$ cat src/design/pidaw_pkg.sv
// Shared types and constants of the PID controller with anti-windup.
// Used by the controller, the datapath and the top level.
package pidaw_pkg;

	localparam int CFG_W     = 32;
	localparam int CFG_IDX_W = 3;
	localparam int STEP_W    = 16;
	localparam int ALPHA_W   = 17;
	localparam int LIM_W     = 31;
	localparam logic [ALPHA_W-1:0] ALPHA_ONE = 17'd65536;

	// configuration register indexes
	localparam logic [CFG_IDX_W-1:0] REG_GAIN_P    = 3'd0;
	localparam logic [CFG_IDX_W-1:0] REG_GAIN_I    = 3'd1;
	localparam logic [CFG_IDX_W-1:0] REG_GAIN_D    = 3'd2;
	localparam logic [CFG_IDX_W-1:0] REG_INTEG_LIM = 3'd3;
	localparam logic [CFG_IDX_W-1:0] REG_OUT_LIM   = 3'd4;
	localparam logic [CFG_IDX_W-1:0] REG_DEAD_ZONE = 3'd5;
	localparam logic [CFG_IDX_W-1:0] REG_ALPHA     = 3'd6;

	typedef enum logic [3:0] {
		ST_IDLE,
		ST_DIV,
		ST_FILT,
		ST_EDT,
		ST_P,
		ST_I1,
		ST_D,
		ST_DEC,
		ST_I2,
		ST_OUT
	} ctl_state_t;

	// operand pair selected for the shared multiplier
	typedef enum logic [2:0] {
		M_FILT,
		M_EDT,
		M_P,
		M_I1,
		M_D,
		M_I2
	} mul_sel_t;

	typedef struct packed {
		logic     load;
		logic     clear;
		logic     zero;
		logic     raw_zero;
		logic     div_req;
		logic     mul_req;
		mul_sel_t msel;
		logic     commit;
		logic     emit;
	} dp_cmd_t;

	typedef struct packed {
		logic div_done;
		logic mul_done;
		logic primed;
		logic out_free;
	} dp_status_t;

endpackage

$ cat src/design/pid_antiwindup_controller_unit.sv
// PID controller with deadband, filtered derivative, anti-windup.
// An update runs one shared serial multiplier six times and one serial divider;
// the first update after reset or a clear skips the divider. A clear or
// zero-step transaction skips both. One transaction in flight.
// Reset: asynchronous, clears config and controller state; drive holds no value until the first result.
module pid_antiwindup_controller_unit import pidaw_pkg::*; #(
	parameter int DATA_WIDTH = 32,
	parameter int FRAC_BITS  = 16
) (
	input  logic                 clk,
	input  logic                 arst_n,
	input  logic                 cfg_we,
	input  logic [CFG_IDX_W-1:0] cfg_index,
	input  logic [CFG_W-1:0]     cfg_data,
	input  logic                 in_valid,
	output logic                 in_stall,
	input  logic                 kind,
	input  logic signed [31:0]   error_in,
	input  logic [STEP_W-1:0]    step_time,
	output logic                 out_valid,
	input  logic                 out_stall,
	output logic signed [31:0]   drive
);
	dp_cmd_t    cmd;
	dp_status_t status;

	pidaw_ctrl u_ctrl (
		.clk       (clk),
		.arst_n    (arst_n),
		.in_valid  (in_valid),
		.kind      (kind),
		.step_time (step_time),
		.status    (status),
		.in_stall  (in_stall),
		.cmd       (cmd)
	);

	pidaw_dp #(.W(DATA_WIDTH), .F(FRAC_BITS)) u_dp (
		.clk       (clk),
		.arst_n    (arst_n),
		.cfg_we    (cfg_we),
		.cfg_index (cfg_index),
		.cfg_data  (cfg_data),
		.error_in  (error_in),
		.step_time (step_time),
		.cmd       (cmd),
		.out_stall (out_stall),
		.status    (status),
		.out_valid (out_valid),
		.drive     (drive)
	);

	// an accepted transaction keeps the input side busy
	a_busy_after_accept: assert property (@(posedge clk) disable iff (!arst_n)
		in_valid && !in_stall |=> in_stall)
		else $error("input taken again right after a transaction");

	// a result is loaded only into a free output slot
	a_emit_free: assert property (@(posedge clk) disable iff (!arst_n)
		cmd.emit |-> status.out_free)
		else $error("result overwrote a pending output");

	// multiplier and divider never run in the same cycle
	a_one_unit: assert property (@(posedge clk) disable iff (!arst_n)
		!(cmd.mul_req && cmd.div_req))
		else $error("multiplier and divider requested together");

endmodule

$ cat src/design/pidaw_mul.sv
// Sequential shift-add multiplier with right shift, truncation toward zero
// and saturation. Depends on pidaw_pkg.
module pidaw_mul import pidaw_pkg::*; #(
	parameter int W  = 32,
	parameter int F  = 16,
	parameter int OW = 34
) (
	input  logic                 clk,
	input  logic                 arst_n,
	input  logic                 req,
	input  logic signed [OW-1:0] a,
	input  logic signed [OW-1:0] b,
	input  logic                 sh16,
	output logic                 done,
	output logic signed [W-1:0]  res
);
	localparam int CW = $clog2(OW);
	localparam int PW = 2 * OW;

	logic          busy_q, done_q, neg_q, sh16_q;
	logic [CW-1:0] cnt_q;
	logic [OW-1:0] amag_q, hi_q, lo_q;
	logic [OW:0]   sum;
	logic [PW-1:0] prod, q, lim;
	logic [W-1:0]  m;

	// partial sum of one multiplier bit
	assign sum = {1'b0, hi_q} + (lo_q[0] ? {1'b0, amag_q} : '0);

	// iterate over the bits of b
	always_ff @(posedge clk or negedge arst_n) begin
		if (!arst_n) begin
			busy_q <= 1'b0;
			done_q <= 1'b0;
			cnt_q  <= '0;
		end else begin
			done_q <= 1'b0;
			if (busy_q) begin
				cnt_q <= cnt_q + 1'b1;
				if (cnt_q == CW'(OW - 1)) begin
					busy_q <= 1'b0;
					done_q <= 1'b1;
				end
			end else if (req && !done_q) begin
				busy_q <= 1'b1;
				cnt_q  <= '0;
			end
		end
	end

	always_ff @(posedge clk) begin
		if (busy_q) begin
			{hi_q, lo_q} <= {sum, lo_q[OW-1:1]};
		end else if (req && !done_q) begin
			amag_q <= a[OW-1] ? OW'(-a) : a;
			lo_q   <= b[OW-1] ? OW'(-b) : b;
			hi_q   <= '0;
			neg_q  <= a[OW-1] ^ b[OW-1];
			sh16_q <= sh16;
		end
	end

	// shift, saturate and restore the sign
	always_comb begin
		prod = {hi_q, lo_q};
		q    = sh16_q ? (prod >> 16) : (prod >> F);
		lim  = neg_q ? (PW'(1) << (W - 1)) : ((PW'(1) << (W - 1)) - PW'(1));
		m    = (q > lim) ? lim[W-1:0] : q[W-1:0];
		res  = neg_q ? W'(~m + 1'b1) : m;
	end

	assign done = done_q;

endmodule

$ cat src/design/pidaw_div.sv
// Restoring divider, one quotient bit per cycle: diff * 2^16 / step,
// truncated toward zero and saturated. Depends on pidaw_pkg.
module pidaw_div import pidaw_pkg::*; #(
	parameter int W = 32
) (
	input  logic                  clk,
	input  logic                  arst_n,
	input  logic                  req,
	input  logic signed [W:0]     diff,
	input  logic [STEP_W-1:0]     dt,
	output logic                  done,
	output logic signed [W-1:0]   quo
);
	localparam int NW = W + 1 + STEP_W;
	localparam int CW = $clog2(NW);

	logic              busy_q, done_q, neg_q;
	logic [CW-1:0]     cnt_q;
	logic [NW-1:0]     num_q, quo_q, lim;
	logic [STEP_W-1:0] rem_q, dt_q;
	logic [STEP_W:0]   trial;
	logic              fits;
	logic [W-1:0]      m;

	assign trial = {rem_q, num_q[NW-1]};
	assign fits  = trial >= {1'b0, dt_q};

	always_ff @(posedge clk or negedge arst_n) begin
		if (!arst_n) begin
			busy_q <= 1'b0;
			done_q <= 1'b0;
			cnt_q  <= '0;
		end else begin
			done_q <= 1'b0;
			if (busy_q) begin
				cnt_q <= cnt_q + 1'b1;
				if (cnt_q == CW'(NW - 1)) begin
					busy_q <= 1'b0;
					done_q <= 1'b1;
				end
			end else if (req && !done_q) begin
				busy_q <= 1'b1;
				cnt_q  <= '0;
			end
		end
	end

	// shift in one dividend bit, subtract where it fits
	always_ff @(posedge clk) begin
		if (busy_q) begin
			num_q <= num_q << 1;
			quo_q <= {quo_q[NW-2:0], fits};
			rem_q <= fits ? STEP_W'(trial - {1'b0, dt_q}) : trial[STEP_W-1:0];
		end else if (req && !done_q) begin
			num_q <= {(diff[W] ? (W + 1)'(-diff) : diff), {STEP_W{1'b0}}};
			neg_q <= diff[W];
			dt_q  <= dt;
			rem_q <= '0;
			quo_q <= '0;
		end
	end

	always_comb begin
		lim = neg_q ? (NW'(1) << (W - 1)) : ((NW'(1) << (W - 1)) - NW'(1));
		m   = (quo_q > lim) ? lim[W-1:0] : quo_q[W-1:0];
		quo = neg_q ? W'(~m + 1'b1) : m;
	end

	assign done = done_q;

endmodule

$ cat src/design/pidaw_ctrl.sv
// Sequencer of the PID update: steps the datapath through the divide and
// multiply phases and hands off the result. Depends on pidaw_pkg.
module pidaw_ctrl import pidaw_pkg::*; (
	input  logic              clk,
	input  logic              arst_n,
	input  logic              in_valid,
	input  logic              kind,
	input  logic [STEP_W-1:0] step_time,
	input  dp_status_t        status,
	output logic              in_stall,
	output dp_cmd_t           cmd
);
	ctl_state_t state_q, state_nx;

	always_ff @(posedge clk or negedge arst_n) begin
		if (!arst_n) begin
			state_q <= ST_IDLE;
		end else begin
			state_q <= state_nx;
		end
	end

	// next state
	always_comb begin
		state_nx = state_q;
		unique case (state_q)
			ST_IDLE: begin
				if (in_valid) begin
					state_nx = (kind || step_time == '0) ? ST_OUT : ST_DIV;
				end
			end
			ST_DIV: begin
				if (!status.primed || status.div_done) state_nx = ST_FILT;
			end
			ST_FILT: if (status.mul_done) state_nx = ST_EDT;
			ST_EDT:  if (status.mul_done) state_nx = ST_P;
			ST_P:    if (status.mul_done) state_nx = ST_I1;
			ST_I1:   if (status.mul_done) state_nx = ST_D;
			ST_D:    if (status.mul_done) state_nx = ST_DEC;
			ST_DEC:  state_nx = ST_I2;
			ST_I2:   if (status.mul_done) state_nx = ST_OUT;
			ST_OUT:  if (status.out_free) state_nx = ST_IDLE;
			default: state_nx = ST_IDLE;
		endcase
	end

	// commands
	always_comb begin
		cmd      = '0;
		cmd.msel = M_FILT;
		in_stall = 1'b1;
		unique case (state_q)
			ST_IDLE: begin
				in_stall = 1'b0;
				if (in_valid) begin
					cmd.clear = kind;
					cmd.zero  = kind || step_time == '0;
					cmd.load  = !kind && step_time != '0;
				end
			end
			ST_DIV: begin
				cmd.raw_zero = !status.primed;
				cmd.div_req  = status.primed;
			end
			ST_FILT: begin
				cmd.mul_req = 1'b1;
				cmd.msel    = M_FILT;
			end
			ST_EDT: begin
				cmd.mul_req = 1'b1;
				cmd.msel    = M_EDT;
			end
			ST_P: begin
				cmd.mul_req = 1'b1;
				cmd.msel    = M_P;
			end
			ST_I1: begin
				cmd.mul_req = 1'b1;
				cmd.msel    = M_I1;
			end
			ST_D: begin
				cmd.mul_req = 1'b1;
				cmd.msel    = M_D;
			end
			ST_DEC:  cmd.commit = 1'b1;
			ST_I2: begin
				cmd.mul_req = 1'b1;
				cmd.msel    = M_I2;
			end
			ST_OUT:  cmd.emit = status.out_free;
			default: cmd = '0;
		endcase
	end

endmodule

$ cat src/design/pidaw_dp.sv
// Datapath: configuration, controller state, operand selection, shared
// multiplier and divider, output register. Depends on pidaw_pkg, pidaw_mul,
// pidaw_div.
module pidaw_dp import pidaw_pkg::*; #(
	parameter int W = 32,
	parameter int F = 16
) (
	input  logic                  clk,
	input  logic                  arst_n,
	input  logic                  cfg_we,
	input  logic [CFG_IDX_W-1:0]  cfg_index,
	input  logic [CFG_W-1:0]      cfg_data,
	input  logic signed [31:0]    error_in,
	input  logic [STEP_W-1:0]     step_time,
	input  dp_cmd_t               cmd,
	input  logic                  out_stall,
	output dp_status_t            status,
	output logic                  out_valid,
	output logic signed [31:0]    drive
);
	localparam int OW = (W + 2 > 32) ? W + 2 : 32;
	localparam int LW = (W + 2 > 33) ? W + 2 : 33;
	localparam logic signed [W-1:0] VMAX = {1'b0, {(W - 1){1'b1}}};
	localparam logic signed [W-1:0] VMIN = {1'b1, {(W - 1){1'b0}}};

	function automatic logic signed [W-1:0] satw(input logic signed [LW-1:0] x);
		logic signed [W-1:0] r;
		if (x > LW'(VMAX)) r = VMAX;
		else if (x < LW'(VMIN)) r = VMIN;
		else r = x[W-1:0];
		return r;
	endfunction

	function automatic logic signed [LW-1:0] clamp(input logic signed [LW-1:0] x,
			input logic signed [LW-1:0] l);
		logic signed [LW-1:0] r;
		if (x > l) r = l;
		else if (x < -l) r = -l;
		else r = x;
		return r;
	endfunction

	// configuration registers
	logic signed [31:0]   gp_q, gi_q, gd_q;
	logic [LIM_W-1:0]     ilim_q, olim_q, dz_q;
	logic [ALPHA_W-1:0]   alpha_q;

	// controller state and per-update work registers
	logic signed [W-1:0]  integ_q, prev_q, df_q;
	logic                 primed_q;
	logic signed [W-1:0]  e_q, raw_q, nxt_q, p_q, iv_q, d_q;
	logic [STEP_W-1:0]    dt_q;
	logic                 zero_q, out_valid_q;
	logic signed [31:0]   drive_q;

	logic signed [LW-1:0] e_l, e_mag, u, ol, il;
	logic signed [W-1:0]  e_new, mres, dres, y;
	logic signed [OW-1:0] ma, mb;
	logic                 msh16, mdone, ddone, allow;
	logic [ALPHA_W-1:0]   alpha_c;
	logic signed [W:0]    diff;

	always_ff @(posedge clk or negedge arst_n) begin
		if (!arst_n) begin
			gp_q    <= '0;
			gi_q    <= '0;
			gd_q    <= '0;
			ilim_q  <= '0;
			olim_q  <= '0;
			dz_q    <= '0;
			alpha_q <= '0;
		end else if (cfg_we) begin
			unique case (cfg_index)
				REG_GAIN_P:    gp_q    <= cfg_data;
				REG_GAIN_I:    gi_q    <= cfg_data;
				REG_GAIN_D:    gd_q    <= cfg_data;
				REG_INTEG_LIM: ilim_q  <= cfg_data[LIM_W-1:0];
				REG_OUT_LIM:   olim_q  <= cfg_data[LIM_W-1:0];
				REG_DEAD_ZONE: dz_q    <= cfg_data[LIM_W-1:0];
				REG_ALPHA:     alpha_q <= cfg_data[ALPHA_W-1:0];
				default: ;
			endcase
		end
	end

	// saturate the error to the data width, then apply the deadband
	always_comb begin
		e_l   = LW'(error_in);
		e_new = satw(e_l);
		e_mag = e_new[W-1] ? -LW'(e_new) : LW'(e_new);
		if (e_mag < LW'(dz_q)) e_new = '0;
	end

	assign alpha_c = (alpha_q > ALPHA_ONE) ? ALPHA_ONE : alpha_q;
	assign diff    = (W + 1)'(e_q) - (W + 1)'(prev_q);
	assign ol      = LW'(olim_q);
	assign il      = LW'(ilim_q);

	// select multiplier operands
	always_comb begin
		ma    = OW'(gp_q);
		mb    = OW'(e_q);
		msh16 = 1'b0;
		unique case (cmd.msel)
			M_FILT: begin
				ma    = OW'(alpha_c);
				mb    = OW'(raw_q) - OW'(df_q);
				msh16 = 1'b1;
			end
			M_EDT: begin
				ma    = OW'(e_q);
				mb    = OW'(dt_q);
				msh16 = 1'b1;
			end
			M_P: begin
				ma = OW'(gp_q);
				mb = OW'(e_q);
			end
			M_I1: begin
				ma = OW'(gi_q);
				mb = OW'(nxt_q);
			end
			M_D: begin
				ma = OW'(gd_q);
				mb = OW'(df_q);
			end
			M_I2: begin
				ma = OW'(gi_q);
				mb = OW'(integ_q);
			end
			default: ;
		endcase
	end

	pidaw_mul #(.W(W), .F(F), .OW(OW)) u_mul (
		.clk    (clk),
		.arst_n (arst_n),
		.req    (cmd.mul_req),
		.a      (ma),
		.b      (mb),
		.sh16   (msh16),
		.done   (mdone),
		.res    (mres)
	);

	pidaw_div #(.W(W)) u_div (
		.clk    (clk),
		.arst_n (arst_n),
		.req    (cmd.div_req),
		.diff   (diff),
		.dt     (dt_q),
		.done   (ddone),
		.quo    (dres)
	);

	// anti-windup decision on the unclamped output
	always_comb begin
		u     = LW'(p_q) + LW'(iv_q) + LW'(d_q);
		allow = (u <= ol && u >= -ol) || (u > ol && e_q < 0) || (u < -ol && e_q > 0);
		y     = zero_q ? '0 : satw(clamp(LW'(p_q) + LW'(iv_q) + LW'(d_q), ol));
	end

	// controller state
	always_ff @(posedge clk or negedge arst_n) begin
		if (!arst_n) begin
			integ_q  <= '0;
			prev_q   <= '0;
			df_q     <= '0;
			primed_q <= 1'b0;
		end else if (cmd.clear) begin
			integ_q  <= '0;
			prev_q   <= '0;
			df_q     <= '0;
			primed_q <= 1'b0;
		end else begin
			if (mdone && cmd.msel == M_FILT) begin
				df_q     <= satw(LW'(df_q) + LW'(mres));
				primed_q <= 1'b1;
			end
			if (cmd.commit) begin
				if (allow) integ_q <= nxt_q;
				prev_q <= e_q;
			end
		end
	end

	// work registers
	always_ff @(posedge clk) begin
		if (cmd.load) begin
			e_q  <= e_new;
			dt_q <= step_time;
		end
		if (cmd.raw_zero) raw_q <= '0;
		if (ddone) raw_q <= dres;
		if (mdone) begin
			unique case (cmd.msel)
				M_EDT:       nxt_q <= W'(clamp(LW'(satw(LW'(integ_q) + LW'(mres))), il));
				M_P:         p_q   <= mres;
				M_I1, M_I2:  iv_q  <= mres;
				M_D:         d_q   <= mres;
				default: ;
			endcase
		end
	end

	// output register
	always_ff @(posedge clk or negedge arst_n) begin
		if (!arst_n) begin
			zero_q      <= 1'b0;
			out_valid_q <= 1'b0;
		end else begin
			if (cmd.zero) zero_q <= 1'b1;
			else if (cmd.load) zero_q <= 1'b0;
			if (cmd.emit) out_valid_q <= 1'b1;
			else if (!out_stall) out_valid_q <= 1'b0;
		end
	end

	always_ff @(posedge clk) begin
		if (cmd.emit) drive_q <= 32'(y);
	end

	assign status.div_done = ddone;
	assign status.mul_done = mdone;
	assign status.primed   = primed_q;
	assign status.out_free = !out_valid_q || !out_stall;
	assign out_valid       = out_valid_q;
	assign drive           = drive_q;

endmodule

$ cat config.mk
export PLATFORM = sky130hd
export DESIGN_NAME = pid_antiwindup_controller_unit
export DESIGN_NICKNAME = d
export VERILOG_FILES = /design/src/design/pidaw_pkg.sv /design/src/design/pid_antiwindup_controller_unit.sv /design/src/design/pidaw_mul.sv /design/src/design/pidaw_div.sv /design/src/design/pidaw_ctrl.sv /design/src/design/pidaw_dp.sv
export SDC_FILE = /design/constraint.sdc
export NUM_CORES = 2
export LEC_CHECK = 0
export ABC_CLOCK_PERIOD_IN_PS = 21200
export BUFFER_PORTS_ARGS = -buffer_cell sky130_fd_sc_hd__buf_2
export CAP_MARGIN = 20
export CORE_MARGIN = 8
export CORE_UTILIZATION = 30
export CTS_BUF_LIST = sky130_fd_sc_hd__clkbuf_16
export DETAILED_ROUTE_END_ITERATION = 7
export GPL_TIMING_DRIVEN = 0
export PLACE_DENSITY = 0.44
export SYNTH_ARGS = -nofsm -noshare
export SYNTH_HDL_FRONTEND = slang
export SYNTH_SLANG_ARGS = --single-unit
$ cat constraint.sdc
create_clock -name clk -period 21.2 [get_ports clk]
set_clock_uncertainty 0.1 [all_clocks]
set_input_delay 1.06 -clock clk [delete_from_list [all_inputs] [get_ports clk]]
set_output_delay 1.06 -clock clk [all_outputs]
set_load 0.05 [all_outputs]
Word level (Yosys, flattened, before mapping)
Index checks and enable logic that the tools add are counted.
Word-level totals
  register bits: 783
  output and inout port bits: 34
Cells by class
  add/sub/neg operators: 18
  order comparisons: 21
  equal/unequal tests: 32
  muxes and demuxes: 86
  bitwise operators: 5
  reductions and logical operators: 47
Operator list (count)
  32-bit two-way mux: 25
  34-bit two-way mux: 9
  49-bit two-way mux: 4
  34-bit case mux with 5 select lines: 1
  34-bit case mux with 4 select lines: 1
  34-bit by 32-bit > comparator with 1-bit output, second input constant: 3
  34-bit by 32-bit less-than comparator with 1-bit output, second input constant: 3
  32-bit by 32-bit adder with 33-bit output: 3
  31-bit negation with 34-bit output: 2
  34-bit negation: 2
  33-bit two-way mux: 2
  32-bit by 32-bit subtractor with 33-bit output: 2
  32-bit by 1-bit adder with 32-bit output, second input constant: 2
  32-bit NOT: 2
  31-bit two-way mux: 2
  52-bit by 32-bit > comparator with 1-bit output: 1
  49-bit by 32-bit > comparator with 1-bit output: 1
  16-bit two-way mux: 3
  4-bit two-way mux: 10
  4-bit case mux with 10 select lines: 1
  34-bit by 35-bit adder with 35-bit output: 1
  33-bit by 32-bit adder with 34-bit output: 1
  34-bit >= comparator: 1
  34-bit by 32-bit > comparator with 1-bit output: 1
  44 further kinds: 126

Longest topological paths before layout
  depth in word-level cells: 15
  gate-level depth with buffers: 50
  depth with buffers taken out: 42

Cells and area by module
A second synthesis with hierarchy kept.
Second synthesis, totals
  cell total of the unflattened synthesis: 5826
  area total of the unflattened synthesis: 55839.8 µm²
Modules (own cells, without submodules)
  pidaw_dp: times used 1, cells an instance 3896, area an instance 38057.8 µm², seq. area each 14839.2 µm²
  pidaw_mul: times used 1, cells an instance 1040, area an instance 9182.6 µm², seq. area each 3293.2 µm²
  pidaw_div: times used 1, cells an instance 828, area an instance 8077.7 µm², seq. area each 3653.5 µm²
  pidaw_ctrl: times used 1, cells an instance 62, area an instance 521.8 µm², seq. area each 100.1 µm²

Least setup slack after synthesis
OpenSTA, ideal clock, no wires.
  path kind: reg2reg
  start: reg u_dp.u_mul.neg_q
  end: reg u_dp.nxt_q[19], data pin
  setup time: 260 ps
  data arrival time: 9864 ps
  slack: 10976 ps
  cell stages (with the launch flop): 45
  path buffers: 9
  clock period less this slack: 10224 ps
  cell sequence: edfxtp_1 > inv_1 > clkbuf_1 > clkbuf_1 > clkbuf_1 > ha_1 > nor2b_1 > o21a_1 > o21a_1 > o21ai_0 > a21oi_1 > o31ai_1 > o211ai_1 > a31oi_1 > clkbuf_1 > a21oi_1 > inv_1 > ha_1 > (+9 left out) > o22a_1 > o211ai_1 > o211ai_1 > a31oi_1 > xnor2_1 > clkbuf_1 > nand2_1 > clkbuf_1 > a21oi_1 > ha_1 > nand3_1 > or2_2 > nor4_1 > nor2_1 > a2111o_1 > a221oi_1 > clkbuf_1 > mux2_2
On the way
  cells in the longest elaborated chain, start to end: 15
  elaborated cells on any way between the ends: 17
  classes of those cells: 2 x add/sub; 5 x order compare; 9 x mux; 1 x bitwise
Ends and longest elaborated chain
  start, declared: line pidaw_mul.sv:20  | logic busy_q, done_q, neg_q, sh16_q;
  start signal, assigned: line pidaw_mul.sv:58  | neg_q <= a[OW-1] ^ b[OW-1];
  32-bit two-way mux: line pidaw_mul.sv:67  | lim = neg_q ? (PW'(1) << (W - 1)) : ((PW'(1) << (W - 1)) - PW'(1));
  52-bit by 32-bit > comparator with 1-bit output: line pidaw_mul.sv:68  | m = (q > lim) ? lim[W-1:0] : q[W-1:0];
  32-bit two-way mux: line pidaw_mul.sv:68
  32-bit NOT: line pidaw_mul.sv:69  | res = neg_q ? W'(~m + 1'b1) : m;
  32-bit by 1-bit adder with 32-bit output: line pidaw_mul.sv:69
  32-bit two-way mux *: line pidaw_mul.sv:69
  via u_dp.mres[0]: line pidaw_dp.sv:57  | logic signed [W-1:0] e_new, mres, dres, y;
  32-bit by 32-bit adder with 33-bit output *: line pidaw_dp.sv:197  | M_EDT: nxt_q <= W'(clamp(LW'(satw(LW'(integ_q) + LW'(mres))), il));
  34-bit by 32-bit less-than comparator with 1-bit output: line pidaw_dp.sv:29  | else if (x < LW'(VMIN)) r = VMIN;
  32-bit two-way mux: line pidaw_dp.sv:29
  32-bit two-way mux *: line pidaw_dp.sv:28  | if (x > LW'(VMAX)) r = VMAX;
  32-bit two-way mux *: line pidaw_dp.sv:196  | unique case (cmd.msel)
  32-bit two-way mux *: line pidaw_dp.sv:195  | if (mdone) begin
  32-bit by 34-bit less-than comparator with 1-bit output: line pidaw_dp.sv:38  | else if (x < -l) r = -l;
  32-bit two-way mux: line pidaw_dp.sv:38
  31-bit two-way mux *: line pidaw_dp.sv:37  | if (x > l) r = l;
  end signal, assigned: line pidaw_dp.sv:197
  end, declared: line pidaw_dp.sv:51  | logic signed [W-1:0] e_q, raw_q, nxt_q, p_q, iv_q, d_q;
Mark *: on every way through the listed nets, which the timed path passes. The rest lies on a longest branch. The select of a mux whose other input is x is not followed.
A chain may end at the register's enable or synchronous reset.

Worst setup path in the final report
  start: reg u_dp.u_mul.neg_q
  end: reg u_dp.nxt_q[25], data pin
Same word-level chain as after synthesis.

==> metrics <==
largest family of logic cells by synthesized area=compound AO/OA/AOI/OAI gates; Leak=~26 nW; Max FO, Critical Path=20; clock slew at reported path FFs=approximately 60 ps; max_cap viols=0; Post-Synth Simple-Gate Area=around 15%; Mapped Cells=5804; port bufs=120; slowest CP cell=edfxtp_1; layout cells sized above 1=between 10 and 15%; # hold bufs at CTS=0; grt ovf=0; via count=~47000; Max stage delay on crit path=just over 700 ps; final worst path period share=about three quarters; CTS tree=built; Pins Over Slew Limit=0; largest net degree at the start of global routing=between 100 and 150; Placeable Area=approximately 0.18 mm²; CP required=around 22000 ps; Tot GR Track Use=roughly a fifth; maximum achievable frequency=around 64 MHz; Num CTS Buffers=between 90 and 100; Die Y=about 450 µm; CP endpoint kind=register; setup TNS=0 ps; hold violation count in the final report=0; DRC=0; unrepaired setup endpoints after global routing=false; Routed WL=about 210000 µm; synth unique cells=about 110; # nets final=between 6000 and 7000; Die W=446 µm; DIE AREA=between 0.15 and 0.2 mm²; 1st-pass router iterations=7; ys async rst share=about two fifths; kind of critical path=register to register; Post-synth EDFFs=between 400 and 500; Layout Cells excl Fill=8620; Final Setup Violations=0; worst slew pin tran=approximately 1200 ps; synthesis-to-layout area growth=13.9%; clock sink count=between 700 and 800; Setup WS pre-CTS=~5900 ps; CP arrival=around 16000 ps; Synth Area per Inst=roughly 9.6 µm²; I/O pin cnt=about 120; DRT iter0 DRCs=4126; Power Density=about 130 mW/mm²; sequential area share after synthesis=between 30% and 40%; run status=complete, no violations; startpoint class of the critical path=register; synthesis warning total=0; vias per cell=about 5.4; worst min path class=input port to async pin; most common cell after layout, fill and taps aside=nand2_1; adder-cell area share of the yosys netlist=between 10% and 20%; Initial Util=between 30% and 40%; most frequent cells in the layout=nand2_1 (492), edfxtp_1 (458), ha_1 (452); initial antenna violation count=30; Fill cells=approximately 19000; worst ir drop on vdd=approximately 93 µV; worst r2r src=u_dp.u_mul.neg_q; Compound-Gate Fraction of Synth Area=a little under a fifth; Worst Slack Setup Final=between 5000 and 6000 ps; post-layout min period=15560 ps; most used cell, CP=clkbuf_1; CTS H-tree depth=3; num rows=approximately 160; Detail Placement HPWL=roughly 170000 µm; synthesized flop and latch total=783; Cells after DPL=about 8400; postcts setup bufs=0; latest clock arrival within the worst-skew pair=~750 ps; clock root buffer=clkbuf_16; Post-Syn Area=0.0554 mm²; gpl congestion=0.933; clock buffer depth=3; global-route wire length before repair=around 310000 µm; critical path launch point=u_dp.u_mul.neg_q; Synth Flop Type=edfxtp_1; mux cell area share after synthesis=5.42%; XOR/XNOR Fraction of Synth Area=5.29%; slew margin rel.=roughly a fifth; wire per inst=24.6 µm; Antenna Nets Post-Route=0; Post-CTS Resized=0; number of global-route vias before repair=about 45000
==> critical path, delay by kind of cell, from the launching register on <==
family | cells | cell delay [ps]
AND/OR/NAND/NOR | 8 | 1240
AO/OA/AOI/OAI | 25 | 6630
XOR/XNOR | 1 | 610
flip-flops | 1 | 710
adder cells (fa/ha/maj) | 4 | 1260
buffers and inverters | 13 | 4770
==> cells in the mapped netlist (158+ instances only) <==
library cell	number	share of area [%]
inv_1	310	2.1
edfxtp_1	458	25
a21oi_1	416	3.8
mux2_2	203	4.1
xnor2_1	238	3.8
a21o_1	173	2.3
and2_1	158	1.8
o21ai_0	463	4.2
nor2_1	379	2.6
ha_1	452	10
nand2_1	493	3.3
dfrtp_1	325	15
clkbuf_1	213	1.4
==> path summary, 6_finish.rpt <==
| kind | slack [ps] | end | cells after the start |
|---|---|---|---|
| max in group asynchronous | 19020 | u_dp.df_q[22] | 4 |
| worst min-delay path | 60 | u_dp.dz_q[19] | 1 |
| worst min register to register | 400 | u_dp.gp_q[9] | 1 |
| worst max register to register | 5640 | u_dp.nxt_q[25] | 51 |
| worst max-delay path | 5640 | u_dp.nxt_q[25] | 51 |
| min in group clk | 400 | u_dp.gp_q[9] | 1 |
==> metrics by stage <==
step	utilization [%]	cell area, µm²	total power, mW	hold WS [ps]
finish	34.5	63200	8.16	58.7
CTS	34.5	63100	8.18	7.72
floorplan	-	55500	5.07	318
global route	34.5	63200	8.71	24.9
detailed placement	32.6	59800	6.39	391
global placement	32.3	59100	6.35	385
==> power breakdown <==
| group | internal (mW) | leakage [nW] | switching [mW] |
|---|---|---|---|
| clock | 1.01 | 1.66 | 0.731 |
| combinational | 1.47 | 15.7 | 2.42 |
| sequential | 2.13 | 8.55 | 0.403 |
| total | 4.61 | 25.9 | 3.56 |
==> registers in the layout (all words and copies together), names as in the netlist, 33 cells and up <==
| signal | count |
|---|---|
| u_dp.u_div.num_q | 33 |
| u_dp.u_div.quo_q | 49 |
| u_dp.u_mul.amag_q | 34 |
| u_dp.u_mul.hi_q | 34 |
| u_dp.u_mul.lo_q | 34 |
==> final cells by class <==
type,count,area [µm²],share of cell area (%)
Clock buffer,97,2430,3.84
Antenna cell,5,12.5,0.0198
Clock inverter,82,878,1.39
Inverter,313,1180,1.86
Tap cell,2464,3080,4.88
Buffer,249,965,1.53
Sequential cell,783,21900,34.6
Multi-Input combinational cell,4460,31500,49.9
Timing Repair Buffer,167,1250,1.98
==> cells by family after synthesis <==
kind of cell    count (synthesis)
flops                         783
buf+inv                       562
fa+ha+maj                     499
compound gates               1638
mux                           274
simple gates                 1713
other cells                     1
xor+xnor                      334
==> metal layers <==
layer / vias to the layer above / GRT usage (%) / part of all wire, %
met5: - / 0 / 0.021
met3: 301 / 2.94 / 5.3
met4: 6 / 6.17 / 3.5
li1: 21900 / - / -
met2: 1317 / 33.4 / 46
met1: 23100 / 28.5 / 45
Power figures use the tool's default switching activity.
